### config.mk
export PLATFORM = sky130hd
export DESIGN_NAME = epd_mul
export DESIGN_NICKNAME = d
export VERILOG_FILES = /design/src/rtl/epd_pkg.sv /design/src/rtl/epd_mul.sv
export SDC_FILE = /design/constraint.sdc
export NUM_CORES = 2
export LEC_CHECK = 0
export BUFFER_PORTS_ARGS = -buffer_cell sky130_fd_sc_hd__buf_2
export CAP_MARGIN = 20
export CORE_MARGIN = 2
export CORE_UTILIZATION = 60
export CTS_CLUSTER_SIZE = 24
export DETAILED_ROUTE_END_ITERATION = 10
export PLACE_DENSITY = 0.76
export SETUP_SLACK_MARGIN = 0.4
export SLEW_MARGIN = 15
export SYNTH_ARGS = -nofsm -noshare
export SYNTH_HDL_FRONTEND = slang
export SYNTH_SLANG_ARGS = --single-unit
### constraint.sdc
create_clock -name clk -period 23.9 [get_ports clk]
set_clock_uncertainty 0.2 [all_clocks]
set_input_delay 1.195 -clock clk [delete_from_list [all_inputs] [get_ports clk]]
set_output_delay 1.195 -clock clk [all_outputs]
set_load 0.005 [all_outputs]
### src/rtl/epd_pkg.sv
package epd_pkg;

  localparam int MUL_W = 36;

  typedef logic signed [MUL_W-1:0]   mop_t;
  typedef logic signed [2*MUL_W-1:0] mprod_t;

  // Handshake status of an iterative unit.
  typedef struct packed {
    logic busy;
    logic done;
  } unit_sts_t;

  localparam logic [2:0] REG_CENTER_X = 3'd0;
  localparam logic [2:0] REG_CENTER_Y = 3'd1;
  localparam logic [2:0] REG_RADIUS_X = 3'd2;
  localparam logic [2:0] REG_RADIUS_Y = 3'd3;
  localparam logic [2:0] REG_COS_ROT  = 3'd4;
  localparam logic [2:0] REG_SIN_ROT  = 3'd5;

  localparam logic signed [31:0] ONE_Q30    = 32'sh40000000;
  localparam logic signed [31:0] NEG_ONE_Q30 = -32'sh40000000;
  localparam logic signed [63:0] S32_MAX    = 64'sd2147483647;
  localparam logic signed [63:0] S32_MIN    = -64'sd2147483648;

  // Shift right by 30, rounding to nearest with ties away from zero.
  function automatic logic signed [63:0] rnd30(input logic signed [63:0] v);
    logic [63:0] m;
    logic        neg;
    neg = v[63];
    m   = neg ? 64'(-v) : 64'(v);
    m   = (m + 64'h20000000) >> 30;
    return neg ? -$signed(m) : $signed(m);
  endfunction

  // Drop three bits, truncating toward zero.
  function automatic logic signed [35:0] trunc3(input logic signed [35:0] v);
    logic [35:0] m;
    logic        neg;
    neg = v[35];
    m   = neg ? 36'(-v) : 36'(v);
    m   = m >> 3;
    return neg ? -$signed(m) : $signed(m);
  endfunction

  function automatic logic signed [31:0] sat32(input logic signed [63:0] v);
    logic signed [31:0] r;
    if (v > S32_MAX) begin
      r = 32'sh7FFFFFFF;
    end else if (v < S32_MIN) begin
      r = -32'sh80000000;
    end else begin
      r = v[31:0];
    end
    return r;
  endfunction

  function automatic logic signed [31:0] clamp_rot(input logic signed [31:0] v);
    logic signed [31:0] r;
    if (v > ONE_Q30) begin
      r = ONE_Q30;
    end else if (v < NEG_ONE_Q30) begin
      r = NEG_ONE_Q30;
    end else begin
      r = v;
    end
    return r;
  endfunction

  // Sine or cosine of a Q0.32 turn in Q2.30, by octant folding and a
  // seven-term series. Only evaluated on constants to build the sample table.
  function automatic logic signed [31:0] trig_val(input logic [31:0] a,
                                                  input logic want_cos);
    longint     r, x, x2, ts, tc, ss, cc, ks, kc, rs, rc;
    logic       swap;
    logic [1:0] q;
    q    = a[31:30];
    r    = longint'(a[29:0]);
    swap = r > 64'sh20000000;
    if (swap) r = 64'sh40000000 - r;
    x  = (r * 64'sd3373259426) >>> 31;
    x2 = (x * x + (64'sd1 <<< 29)) >>> 30;
    ts = x;
    tc = 64'sd1 <<< 30;
    ss = ts;
    cc = tc;
    ts = ((ts * x2) >>> 30) / 6;   tc = ((tc * x2) >>> 30) / 2;   ss -= ts; cc -= tc;
    ts = ((ts * x2) >>> 30) / 20;  tc = ((tc * x2) >>> 30) / 12;  ss += ts; cc += tc;
    ts = ((ts * x2) >>> 30) / 42;  tc = ((tc * x2) >>> 30) / 30;  ss -= ts; cc -= tc;
    ts = ((ts * x2) >>> 30) / 72;  tc = ((tc * x2) >>> 30) / 56;  ss += ts; cc += tc;
    ts = ((ts * x2) >>> 30) / 110; tc = ((tc * x2) >>> 30) / 90;  ss -= ts; cc -= tc;
    ts = ((ts * x2) >>> 30) / 156; tc = ((tc * x2) >>> 30) / 132; ss += ts; cc += tc;
    if (swap) begin
      ks = cc; kc = ss;
    end else begin
      ks = ss; kc = cc;
    end
    case (q)
      2'd0:    begin rc = kc;  rs = ks;  end
      2'd1:    begin rc = -ks; rs = kc;  end
      2'd2:    begin rc = -kc; rs = -ks; end
      default: begin rc = ks;  rs = -kc; end
    endcase
    return want_cos ? 32'(rc) : 32'(rs);
  endfunction

endpackage

### src/rtl/epd_mul.sv
module epd_mul
  import epd_pkg::*;
(
  input  logic   clk,
  input  mop_t   a,
  input  mop_t   b,
  output mprod_t p
);

  mprod_t p_r;

  always_ff @(posedge clk) begin
    p_r <= a * b;
  end

  assign p = p_r;

endmodule

; After elaboration in Yosys (flattened, before gate mapping)
; Cells that the tools add are included.
[totals]
register_bits = 72
latchBits = 0
mem_bits_rw = 0
romBits = 0
input_bits = 73
out_inout_bits = 72
n_memories = 0
[op_classes]
add_sub_neg = 0
mul = 1
div = 0
order_cmp = 0
n_eq_ne = 0
shifts = 0
mux = 0
bitwise = 0
n_reduce_logical = 0
[op_table]
columns = operator, n
row1 = 36-bit by 36-bit multiplier with 72-bit output, 1

; Logic depth before layout (Yosys ltp)
[depth]
word_depth = 1
ltp_mapped = 30
depth_no_buf = 27

; Worst setup path after synthesis
; No wires, ideal clock.
[synth_path]
kind = input to register
start = input a[35]
end = register p_r[69], in the netlist p[69]
setup_time_ps = 131
arrival_ps = 8443
required_time_ps = 23569
setup_slack_ps = 15127
path_stages = 22
path_buffers = 3
path_cell_list = clkbuf_1 > clkbuf_1 > nand2_1 > inv_1 > fa_1 > fa_1 > fa_1 > fa_1 > fa_1 > fa_1 > fa_1 > fa_1 > ha_1 > clkbuf_1 > a21o_1 > a21o_1 > a21oi_1 > nand2_1 > and3_1 > a211oi_1 > o31ai_1 > xor2_1
[synth_via]
elab_chain_len = 1
[synth_lines]
columns = item, line
row1 = "start, declared", epd_mul.sv:5  ; input mop_t a,
row2 = 36-bit by 36-bit multiplier with 72-bit output, epd_mul.sv:13  ; p_r <= a * b;
row3 = "end signal, assigned", epd_mul.sv:13
row4 = "end, declared", epd_mul.sv:10  ; mprod_t p_r;
; No other way between the ends.

; Final worst setup path
[layout_path]
start = input b[9]
end = register p_r[69], in the netlist p[69]
[layout_via]
elab_chain_len = 1
[layout_lines]
columns = item, line
row1 = "start, declared", epd_mul.sv:6  ; input mop_t b,
row2 = 36-bit by 36-bit multiplier with 72-bit output, epd_mul.sv:13
; No other way between the ends.

==> impl_metrics.tcl <==
set metrics [dict create \
    run_status "completed" \
    placement.io_buffers 144 \
    tritoncts_clock_tree "done" \
    die_width_um 285 \
    numCtsBuffers 9 \
    setup_tns_ps 0 \
    cts.path.max_buffers 2 \
    hold_buffers 0 \
    largest_family_of_logic_cells_by_synthesized_area "adder cells" \
    drt_drc_violations_left 0 \
    max_cap_violations 0 \
    dp.cells 6027 \
    rsz0062_at_grt "false" \
    synth.yosys.warnings 0 \
    slew_viol_final 0 \
    global_route_wire_length_before_repair_um 208000 \
    vert_die_dim_um 285 \
    postCtsResizedCells 0 \
    antenna_found_initial 3 \
    clkSinkCount 72 \
    timing.critical_path.required_ps 23980 \
    synth.mux.area_fraction_pct 0.0448 \
    count_of_flip_flops_with_a_built_in_enable_after_synthesis 0 \
    synthesis_stage_register_bit_count 72 \
    complex_gate_fraction_of_the_synthesized_area_pct 3.09 \
    setup.worst_path.end_class "register" \
    yosys.area_share.xor_xnor_pct 1.48 \
    postCtsSetupRepairBufs 0 \
    htreeDepth 3 \
    critPathKind "input pin to register" \
    post_layout_nonfiller_instances 6045 \
    timing.final.hold_violations 0 \
    synth_area_in_simple_gates_pct 15.4 \
    ys_dominant_reg_cell "dfxtp_1" \
    antenna-diode-count 0 \
    crit_path_start_kind "input pin" \
    dr_total_vias 33700 \
    clock_pin_slew_reported_for_the_worst_setup_and_hold_paths_after_clock_tree_synthesis_ps 80 \
    dpl.hpwl_um 105000 \
    layout_min_cycle_time_ps 9950 \
    grt_util_all_layers_pct 33.5 \
    detail-route-antenna-nets 0 \
    avgRoutedWirePerCell_um 21.1 \
    row_count 103 \
    synth_cell_type_count 65 \
    detail_route.first_pass.iterations 6 \
    ios 145 \
    final_layout_size_suffix_gt1_share_pct 4.02 \
    setup-violations-final 0 \
    clock_tree.root_cell "clkbuf_16" \
    drtIter0Drc 2690 \
    fin_crit_sh_pct 41.6 \
    detail_route.wirelength_um 128000 \
    grt-ovfl-total 0 \
    layout.cells.most_common "fa_1" \
    numnets_final 6661 \
    start_util_pct 60.3 \
    worstHoldPathCells 3 \
    min_delay_worst_endpoint "p[0]" \
    synth_fa_ha_area_share_pct 64.0 \
    global_placer_s_final_weighted_congestion 1.05 \
    synth.net_count 6775 \
    timing.slew.headroom_pct 29.7 \
    area.growth.synth_to_final_pct 3.02 \
    post_drt_via_cell_ratio 5.58 \
    synth_area_mm2 0.0474 \
    ys_async_sr_fraction_pct 0 \
    syn-mean-instance-area_um2 9.29 \
    layout.cells.most_common_list "fa_1 (1379), inv_1 (1344), nand2_1 (760)" \
    fp.coreArea_mm2 0.0786 \
    post_synthesis_cells 5104 \
    max_slew.worst_pin.slew_ps 1050 \
    first_global_vias 36900 \
    min-delay-path-class "input pin to register" \
    cp_data_arrival_time_ps 10030 \
    critPathMaxFanout 36 \
    final_core_utilization_pct 62.2 \
    synth_sequential_area_ratio_pct 3.04 \
    min-delay-start "a[0]" \
    floorplan.die_area_mm2 0.0813 \
    max_reg_flops 72 \
    maxClockFrequency_mhz 100 \
    grt_start_max_net_pins 38 \
]
## metal layers
| layer | vias up | global-route usage (%) | routed length [um] |
|---|---|---|---|
| met3 | 380 | 7.43 | 11900 |
| li1 | 14100 | - | - |
| met2 | 1614 | 53.2 | 60500 |
| met4 | 6 | 16.5 | 7620 |
| met1 | 17600 | 43.8 | 47500 |
| met5 | - | 0 | 33 |
## worst max path at each step
stage | to | slack [ps] | from
after floorplan | p[69] | 15130 | a[35]
after global placement | p[70] | 13820 | a[30]
after detailed placement | p[70] | 13770 | b[0]
after CTS | p[70] | 14170 | b[0]
after global routing | p[69] | 13740 | b[9]
final | p[69] | 13950 | b[9]
## area by class of cell
| cell class | instances | area [um2] |
|---|---|---|
| multi-input combinational | 3395 | 39800 |
| timing repair buffer | 168 | 923 |
| clock inverter | 7 | 78.8 |
| clock buffer | 9 | 225 |
| sequential | 72 | 1440 |
| tap | 1050 | 1310 |
| fill | 6572 | 29700 |
| inverter | 1344 | 5040 |
## critical path, cell delays in order
cell and delay [ps]:
buf_2 750, nand2_1 190, fa_1 570, inv_1 50, fa_1 490, fa_1 540
inv_1 60, fa_1 470, inv_1 50, fa_1 480, fa_1 500, fa_1 490
inv_1 50, fa_1 470, inv_1 60, ha_1 390, a21oi_1 440, o311ai_1 210
a21oi_1 280, o2111ai_1 220, a31oi_1 840, o21ai_1 430, a211oi_1 480, o31ai_1 130
xor2_1 150
## cells in the mapped netlist (5+ instances only)
cell      number  area share (%)
fa_1        1379              58
inv_1       1344              11
nand2_1      760             6.0
and2_1       559             7.4
clkbuf_1     287             2.3
ha_1         219             5.8
dfxtp_1       72             3.0
a21oi_1       69            0.73
xnor2_1       52            0.96
nor2_1        43            0.34
a21o_1        37            0.59
nor2b_1       36            0.47
o21ai_0       29            0.31
xor2_1        28            0.52
nand4_1       20            0.26
nand3_1       18            0.19
o21ai_1       15            0.16
nand2b_1      12            0.16
nor3_1        11            0.12
o21bai_1      10            0.16
a31oi_1        9            0.12
a211oi_1       8            0.13
and3_1         7           0.092
o21a_1         7            0.11
buf_2          5           0.053
or2_2          5           0.066
## per-stage QoR
step,instance area [um2],hold slack [ps],setup WS (ps)
final,48900,1250,13950
after global routing,48900,1260,13740
after CTS,48800,1230,14170
after detailed placement,48500,1370,13770
after global placement,48500,1370,13820
after floorplan,47400,1280,15130
## cell families after synthesis
family	after synthesis
adders and majority gates	1598
AOI/OAI and AO/OA	228
xor gates and xnor gates	80
and+or+nand+nor	1487
DFF	72
muxes	2
buffers and inverters	1637
Power is left out: the tool's default activity adds up to more than one toggle a clock period on the data nets, which glitch-free logic cannot reach.
