===== config.mk =====
export PLATFORM = sky130hd
export DESIGN_NAME = epd_div
export DESIGN_NICKNAME = d
export VERILOG_FILES = /design/src/rtl/epd_pkg.sv /design/src/rtl/epd_div.sv
export SDC_FILE = /design/constraint.sdc
export NUM_CORES = 1
export LEC_CHECK = 0
export CORE_ASPECT_RATIO = 0.7
export CORE_MARGIN = 3
export CORE_UTILIZATION = 60
export CTS_CLUSTER_DIAMETER = 80
export DETAILED_ROUTE_END_ITERATION = 6
export DONT_BUFFER_PORTS = 1
export PLACE_DENSITY = 0.76
export SYNTH_ARGS = -nofsm -noshare
export SYNTH_HDL_FRONTEND = slang
export SYNTH_SLANG_ARGS = --single-unit

===== constraint.sdc =====
create_clock -name clk -period 4.3 [get_ports clk]
set_input_delay 0.86 -clock clk [delete_from_list [all_inputs] [get_ports clk]]
set_output_delay 0.86 -clock clk [all_outputs]
set_load 0.02 [all_outputs]

===== src/rtl/epd_pkg.sv =====
package epd_pkg;

  localparam int MUL_W = 36;

  typedef logic signed [MUL_W-1:0]   mop_t;
  typedef logic signed [2*MUL_W-1:0] mprod_t;

  // Handshake status of an iterative unit.
  typedef struct packed {
    logic busy;
    logic done;
  } unit_sts_t;

  localparam logic [2:0] REG_CENTER_X = 3'd0;
  localparam logic [2:0] REG_CENTER_Y = 3'd1;
  localparam logic [2:0] REG_RADIUS_X = 3'd2;
  localparam logic [2:0] REG_RADIUS_Y = 3'd3;
  localparam logic [2:0] REG_COS_ROT  = 3'd4;
  localparam logic [2:0] REG_SIN_ROT  = 3'd5;

  localparam logic signed [31:0] ONE_Q30    = 32'sh40000000;
  localparam logic signed [31:0] NEG_ONE_Q30 = -32'sh40000000;
  localparam logic signed [63:0] S32_MAX    = 64'sd2147483647;
  localparam logic signed [63:0] S32_MIN    = -64'sd2147483648;

  // Shift right by 30, rounding to nearest with ties away from zero.
  function automatic logic signed [63:0] rnd30(input logic signed [63:0] v);
    logic [63:0] m;
    logic        neg;
    neg = v[63];
    m   = neg ? 64'(-v) : 64'(v);
    m   = (m + 64'h20000000) >> 30;
    return neg ? -$signed(m) : $signed(m);
  endfunction

  // Drop three bits, truncating toward zero.
  function automatic logic signed [35:0] trunc3(input logic signed [35:0] v);
    logic [35:0] m;
    logic        neg;
    neg = v[35];
    m   = neg ? 36'(-v) : 36'(v);
    m   = m >> 3;
    return neg ? -$signed(m) : $signed(m);
  endfunction

  function automatic logic signed [31:0] sat32(input logic signed [63:0] v);
    logic signed [31:0] r;
    if (v > S32_MAX) begin
      r = 32'sh7FFFFFFF;
    end else if (v < S32_MIN) begin
      r = -32'sh80000000;
    end else begin
      r = v[31:0];
    end
    return r;
  endfunction

  function automatic logic signed [31:0] clamp_rot(input logic signed [31:0] v);
    logic signed [31:0] r;
    if (v > ONE_Q30) begin
      r = ONE_Q30;
    end else if (v < NEG_ONE_Q30) begin
      r = NEG_ONE_Q30;
    end else begin
      r = v;
    end
    return r;
  endfunction

  // Sine or cosine of a Q0.32 turn in Q2.30, by octant folding and a
  // seven-term series. Only evaluated on constants to build the sample table.
  function automatic logic signed [31:0] trig_val(input logic [31:0] a,
                                                  input logic want_cos);
    longint     r, x, x2, ts, tc, ss, cc, ks, kc, rs, rc;
    logic       swap;
    logic [1:0] q;
    q    = a[31:30];
    r    = longint'(a[29:0]);
    swap = r > 64'sh20000000;
    if (swap) r = 64'sh40000000 - r;
    x  = (r * 64'sd3373259426) >>> 31;
    x2 = (x * x + (64'sd1 <<< 29)) >>> 30;
    ts = x;
    tc = 64'sd1 <<< 30;
    ss = ts;
    cc = tc;
    ts = ((ts * x2) >>> 30) / 6;   tc = ((tc * x2) >>> 30) / 2;   ss -= ts; cc -= tc;
    ts = ((ts * x2) >>> 30) / 20;  tc = ((tc * x2) >>> 30) / 12;  ss += ts; cc += tc;
    ts = ((ts * x2) >>> 30) / 42;  tc = ((tc * x2) >>> 30) / 30;  ss -= ts; cc -= tc;
    ts = ((ts * x2) >>> 30) / 72;  tc = ((tc * x2) >>> 30) / 56;  ss += ts; cc += tc;
    ts = ((ts * x2) >>> 30) / 110; tc = ((tc * x2) >>> 30) / 90;  ss -= ts; cc -= tc;
    ts = ((ts * x2) >>> 30) / 156; tc = ((tc * x2) >>> 30) / 132; ss += ts; cc += tc;
    if (swap) begin
      ks = cc; kc = ss;
    end else begin
      ks = ss; kc = cc;
    end
    case (q)
      2'd0:    begin rc = kc;  rs = ks;  end
      2'd1:    begin rc = -ks; rs = kc;  end
      2'd2:    begin rc = -kc; rs = -ks; end
      default: begin rc = ks;  rs = -kc; end
    endcase
    return want_cos ? 32'(rc) : 32'(rs);
  endfunction

endpackage


===== src/rtl/epd_div.sv =====
module epd_div
  import epd_pkg::*;
(
  input  logic        clk,
  input  logic        rst_n,
  input  logic        start,
  input  logic [59:0] num,
  input  logic [59:0] den,
  output logic [29:0] quo,
  output unit_sts_t   sts
);

  // Restoring division of num < den, one quotient bit a cycle.
  logic [60:0] rem_r;
  logic [59:0] den_r;
  logic [29:0] quo_r;
  logic [4:0]  cnt_r;
  logic        busy_r;
  logic        done_r;
  logic [60:0] rem_sh;

  assign rem_sh = {rem_r[59:0], 1'b0};

  always_ff @(posedge clk) begin
    if (!rst_n) begin
      busy_r <= 1'b0;
      done_r <= 1'b0;
      cnt_r  <= '0;
    end else begin
      done_r <= 1'b0;
      if (start) begin
        rem_r  <= {1'b0, num};
        den_r  <= den;
        quo_r  <= '0;
        cnt_r  <= '0;
        busy_r <= 1'b1;
      end else if (busy_r) begin
        if (rem_sh >= {1'b0, den_r}) begin
          rem_r <= rem_sh - {1'b0, den_r};
          quo_r <= {quo_r[28:0], 1'b1};
        end else begin
          rem_r <= rem_sh;
          quo_r <= {quo_r[28:0], 1'b0};
        end
        cnt_r <= cnt_r + 5'd1;
        if (cnt_r == 5'd29) begin
          busy_r <= 1'b0;
          done_r <= 1'b1;
        end
      end
    end
  end

  assign quo      = quo_r;
  assign sts.busy = busy_r;
  assign sts.done = done_r;

endmodule


Word-level counts from Yosys, hierarchy flattened
Cells that the tools add are included.
W data, S select, Z words.
{ "word_totals": {"reg_bits": 157, "in_bits": 123, "wordCells": 26} }
{ "classes": {"add_sub_neg": 2, "n_lt_le_gt_ge": 1, "n_eq_ne": 1, "mux": 9, "bitwise_logic": 2, "n_reduce_logical": 5} }
{ "ops": {"columns": ["cell", "n"], "rows": [
  ["$mux W60", 3],
  ["$ge A61 B60 Y1", 1],
  ["$sub A60 B60 Y60", 1],
  ["$mux W30", 1],
  ["$add A5 B1 Y5 const B", 1],
  ["$eq A5 B5 Y1 const B", 1],
  ["$mux W1", 5],
  ["$reduce_and A2 Y1", 2],
  ["$reduce_or A3 Y1", 1],
  ["$not A1 Y1", 2],
  ["$reduce_bool A2 Y1", 1],
  ["$reduce_or A2 Y1", 1]
]} }

Depth between registers and ports, before layout
{ "logic_depth": {"word_depth": 4, "ltp_mapped": 15} }

Least setup slack after synthesis
OpenSTA, ideal clock, no wires.
{ "synth_timing": {"path_type": "input port to flip-flop", "from": "input port start", "to": "register quo_r[0], in the netlist quo[0] (enable)", "t_arrival_ps": 3204, "required_ps": 3844, "setup_slack_ps": 640, "cell_stages": 2, "n_path_buf": 1, "path_cell_list": "clkbuf_1 -> o21a_1"} }
{ "synth_between": {"elab_chain_len": 2} }
{ "synth_rtl": {"columns": ["element", "line", "source"], "rows": [
  ["start, declared", "epd_div.sv:6", "input logic start,"],
  ["$reduce_bool A2 Y1 (no line)", null, null],
  ["$reduce_and A2 Y1 (no line)", null, null],
  ["end signal, assigned", "epd_div.sv:40", "quo_r <= {quo_r[28:0], 1'b1};"],
  ["end signal, assigned", "epd_div.sv:43", "quo_r <= {quo_r[28:0], 1'b0};"],
  ["end, declared", "epd_div.sv:16", "logic [29:0] quo_r;"]
]} }
No other way between the ends.
A chain may end at the register's enable or synchronous reset.

Worst setup path in the final report
{ "layout_timing": {"from": "register rem_r[5]", "to": "register rem_r[9] (data pin)"} }
{ "layout_between": {"elab_chain_len": 4, "word_cells_on_any_way": 5, "classes_between": "add/sub: 1; order compare: 1; mux: 3"} }
{ "layout_rtl": {"columns": ["element", "line", "source"], "rows": [
  ["start, declared", "epd_div.sv:14", "logic [60:0] rem_r;"],
  ["start signal, assigned", "epd_div.sv:32", "rem_r <= {1'b0, num};"],
  ["start signal, assigned", "epd_div.sv:39", "rem_r <= rem_sh - {1'b0, den_r};"],
  ["start signal, assigned", "epd_div.sv:42", "rem_r <= rem_sh;"],
  ["$sub A60 B60 Y60 / $ge A61 B60 Y1 (equally long branches)", "epd_div.sv:39, epd_div.sv:38", null],
  ["$mux W60 *", "epd_div.sv:38", "if (rem_sh >= {1'b0, den_r}) begin"],
  ["$mux W60 *", "epd_div.sv:37", "end else if (busy_r) begin"],
  ["$mux W60 *", "epd_div.sv:31", "if (start) begin"]
]} }
Every way passes the cells marked *; elsewhere a longest branch is shown, timed or not. The select of a mux whose other input is x is not followed.

==> metrics.yaml <==
global_route:
  grt_max_degree: 86
  track_usage: 0.261
  antenna_found_initial: 4
  overflow: 0
  grt_pass1_vias: 7190
  grt_pass1_wl_um: 38000
final_layout:
  multi_input_area_um2: 4910
  final-instance-count-excl-fill: 1244
  final_cell_mix: "edfxtp_1, a21oi_1, nand2_1"
  nFillCells: 1352
  nets: 1191
  area.sequential_um2: 4640
  fin_util: 0.662
  synthToLayoutAreaGrowth_pct: 7.36
  drive_gt1_frac: 0.0707
  fin_area_um2: 10900
  layout_commonest_cell: "edfxtp_1"
sta:
  hold_viol_final: 0
  fin_skew_ns: 0.0139
  finalCritPeriodShare: 0.877
  drv_slew: 0
  timing.hold.ws_ns: 0.515
  worst_slack_ns: 0.528
  fmax_mhz: 265
  min_period_ns: 3.77
  slew-limit-headroom: 0.248
  rsz0062_at_grt: "no"
  finalSetupViolations: 0
  tightest_slew_ns: 1.13
  tns_ns: 0
critical_path:
  end_kind: "register"
  cp_max_fo: 53
  worst_setup_path_start_kind: "register"
  cp_data_required_time_ns: 4.49
  crit_arrival_ns: 3.96
  path_class: "reg -> reg"
outcome:
  status: "finished, final reports clean"
detailed_routing:
  ant_nets: 0
  dr_total_vias: 7726
  avgRoutedWirePerCell_um: 19.2
  drt_iter0_drc: 799
  first_pass_iters: 5
  drt-total-wl_um: 23900
  drcViolationCount: 0
  vias_per_cell: 6.21
job:
  cap_violations: 0
yosys:
  synthMuxAreaShare: 0.0261
  ys_seq_elements: 157
  synthArstFlopShare: 0
  syn_avg_cell_area_um2: 9.84
  synth_area_um2: 10100
  ys_seq_area_frac: 0.459
  synth_top_family_by_area: "compound AO/OA/AOI/OAI gates"
  synth_nets: 1214
  synth_top_area_share: 0.445
  synthSimpleGateAreaFrac: 0.129
  synth_area_leaders: "edfxtp_1, ha_1, a21oi_1"
  synth-edff-count: 150
  synth-xor-area-share: 0.0442
  synth_compound_area_frac: 0.206
  ys_types: 67
  syn_inst: 1028
  yosysTopAreaCell: "edfxtp_1"
  synth_fa_ha_area_frac: 0.0787
  ys_warn_count: 0
  synth_flop_cell: "edfxtp_1"
clock_tree:
  clock_latency_ns: 0.44
  post_cts_buffers: 0
  htree_levels: 4
  cts_hold_buf: 0
  cts_buffers: 17
  root_buffer: "clkbuf_16"
  cts-resized-gates: 0
  clock-sinks: 157
  clk_pin_slew_worst_paths_ns: 0.07
  cts_buffer_depth: 2
  cts_tree: "built"
place:
  dpl-instance-area_um2: 10300
  pre_cts_ws_ns: 0.572
  dp_hpwl_um: 17400
  io_buffers: 0
  routabilityCongestion: 0.931
  placed_cells: 1211
floorplan:
  row_count: 39
  ios: 155
  core_area_um2: 16400
  die_width_um: 161
  initial_core_util: 0.617
  die_h_um: 115
  dieArea_um2: 18500
power:
  power_mw: 4.69
  vdd_drop_max_uv: 299
  p_per_area_nw_per_um2: 432
  power.leakage_nw: 4.28
worst_hold_path:
  hold_path.class: "in -> reg"
-- cell usage after synthesis, types with 5 or more instances --
cell and number:
a21boi_0 7, o211ai_1 10, xor2_1 25, dfxtp_1 7, nand2_1 91, o21a_1 29, xnor2_1 26, a221o_1 5
nand4_1 19, ha_1 62, buf_4 8, o21bai_1 12, nor3_1 16, nand2b_1 6, nor2b_1 33, o21ai_1 14
o31ai_1 8, clkbuf_1 28, edfxtp_1 150, nor2_1 62, nand3_1 9, buf_2 10, mux2i_1 5, a31oi_1 6
a211oi_1 19, a21oi_1 103, mux2_2 19, and3_1 14, a21o_1 23, o21ai_0 56, inv_1 91
-- flip-flops by register name, summed over array words and instances, names as in the netlist --
register and flops:
done_r 1, quo 30, rem_r 60, den_r 60, cnt_r 5, busy_r 1
-- per-layer routing --
metal	up-vias	track usage	part of all wire
met1	3652	0.402	0.48
li1	3693	-	-
met5	-	0	0.0017
met3	33	0.0745	0.10
met2	342	0.360	0.41
met4	6	0.0670	0.014
-- cell families (layout without fill, tap and decap cells) --
| logic type | count (synthesis) | after routing |
|---|---|---|
| adders and majority gates | 63 | 63 |
| AOI/OAI and AO/OA | 322 | 322 |
| DFF | 157 | 157 |
| muxes | 24 | 24 |
| other | 0 | 1 |
| and+or+nand+nor | 270 | 270 |
| xor gates and xnor gates | 51 | 51 |
| buffers and inverters | 141 | 131 |
-- final cells by class --
cell class	count	area share
multi-input combinational	730	0.452
sequential	157	0.428
clock buffer	17	0.0392
inverter	92	0.0318
tap	225	0.0259
clock inverter	15	0.0160
timing repair buffer	7	0.00715
antenna	1	0.000230
-- worst max-delay path: stages (launching register included) --
cell and delay, ns:
edfxtp_1 0.39, ha_1 0.40, a21o_1 0.23, a31o_1 0.25, a221o_1 0.31, a31o_2 0.30
o21ai_4 0.27, o41ai_4 0.14, a41oi_4 0.47, buf_12 0.30, o21ai_0 0.16, mux2_2 0.28
-- worst paths after layout --
path | start | to | slack [ns] | depth (start not counted)
worst max register to register | rem_r[5] | rem_r[9] | 0.53 | 11
worst min-delay path | den[52] | den_r[52] | 0.51 | 0
worst min register to register | cnt_r[4] | cnt_r[4] | 0.52 | 2
worst max-delay path | rem_r[5] | rem_r[9] | 0.53 | 11
-- power breakdown --
group          leakage [nW]  total (mW)  internal, mW  switching [mW]
registers              1.48        1.92          1.84          0.0813
clock network         0.293        1.50         0.782           0.713
logic                  2.51        1.28         0.514           0.766
total                  4.28        4.69          3.13            1.56
Power figures use the tool's default switching activity.
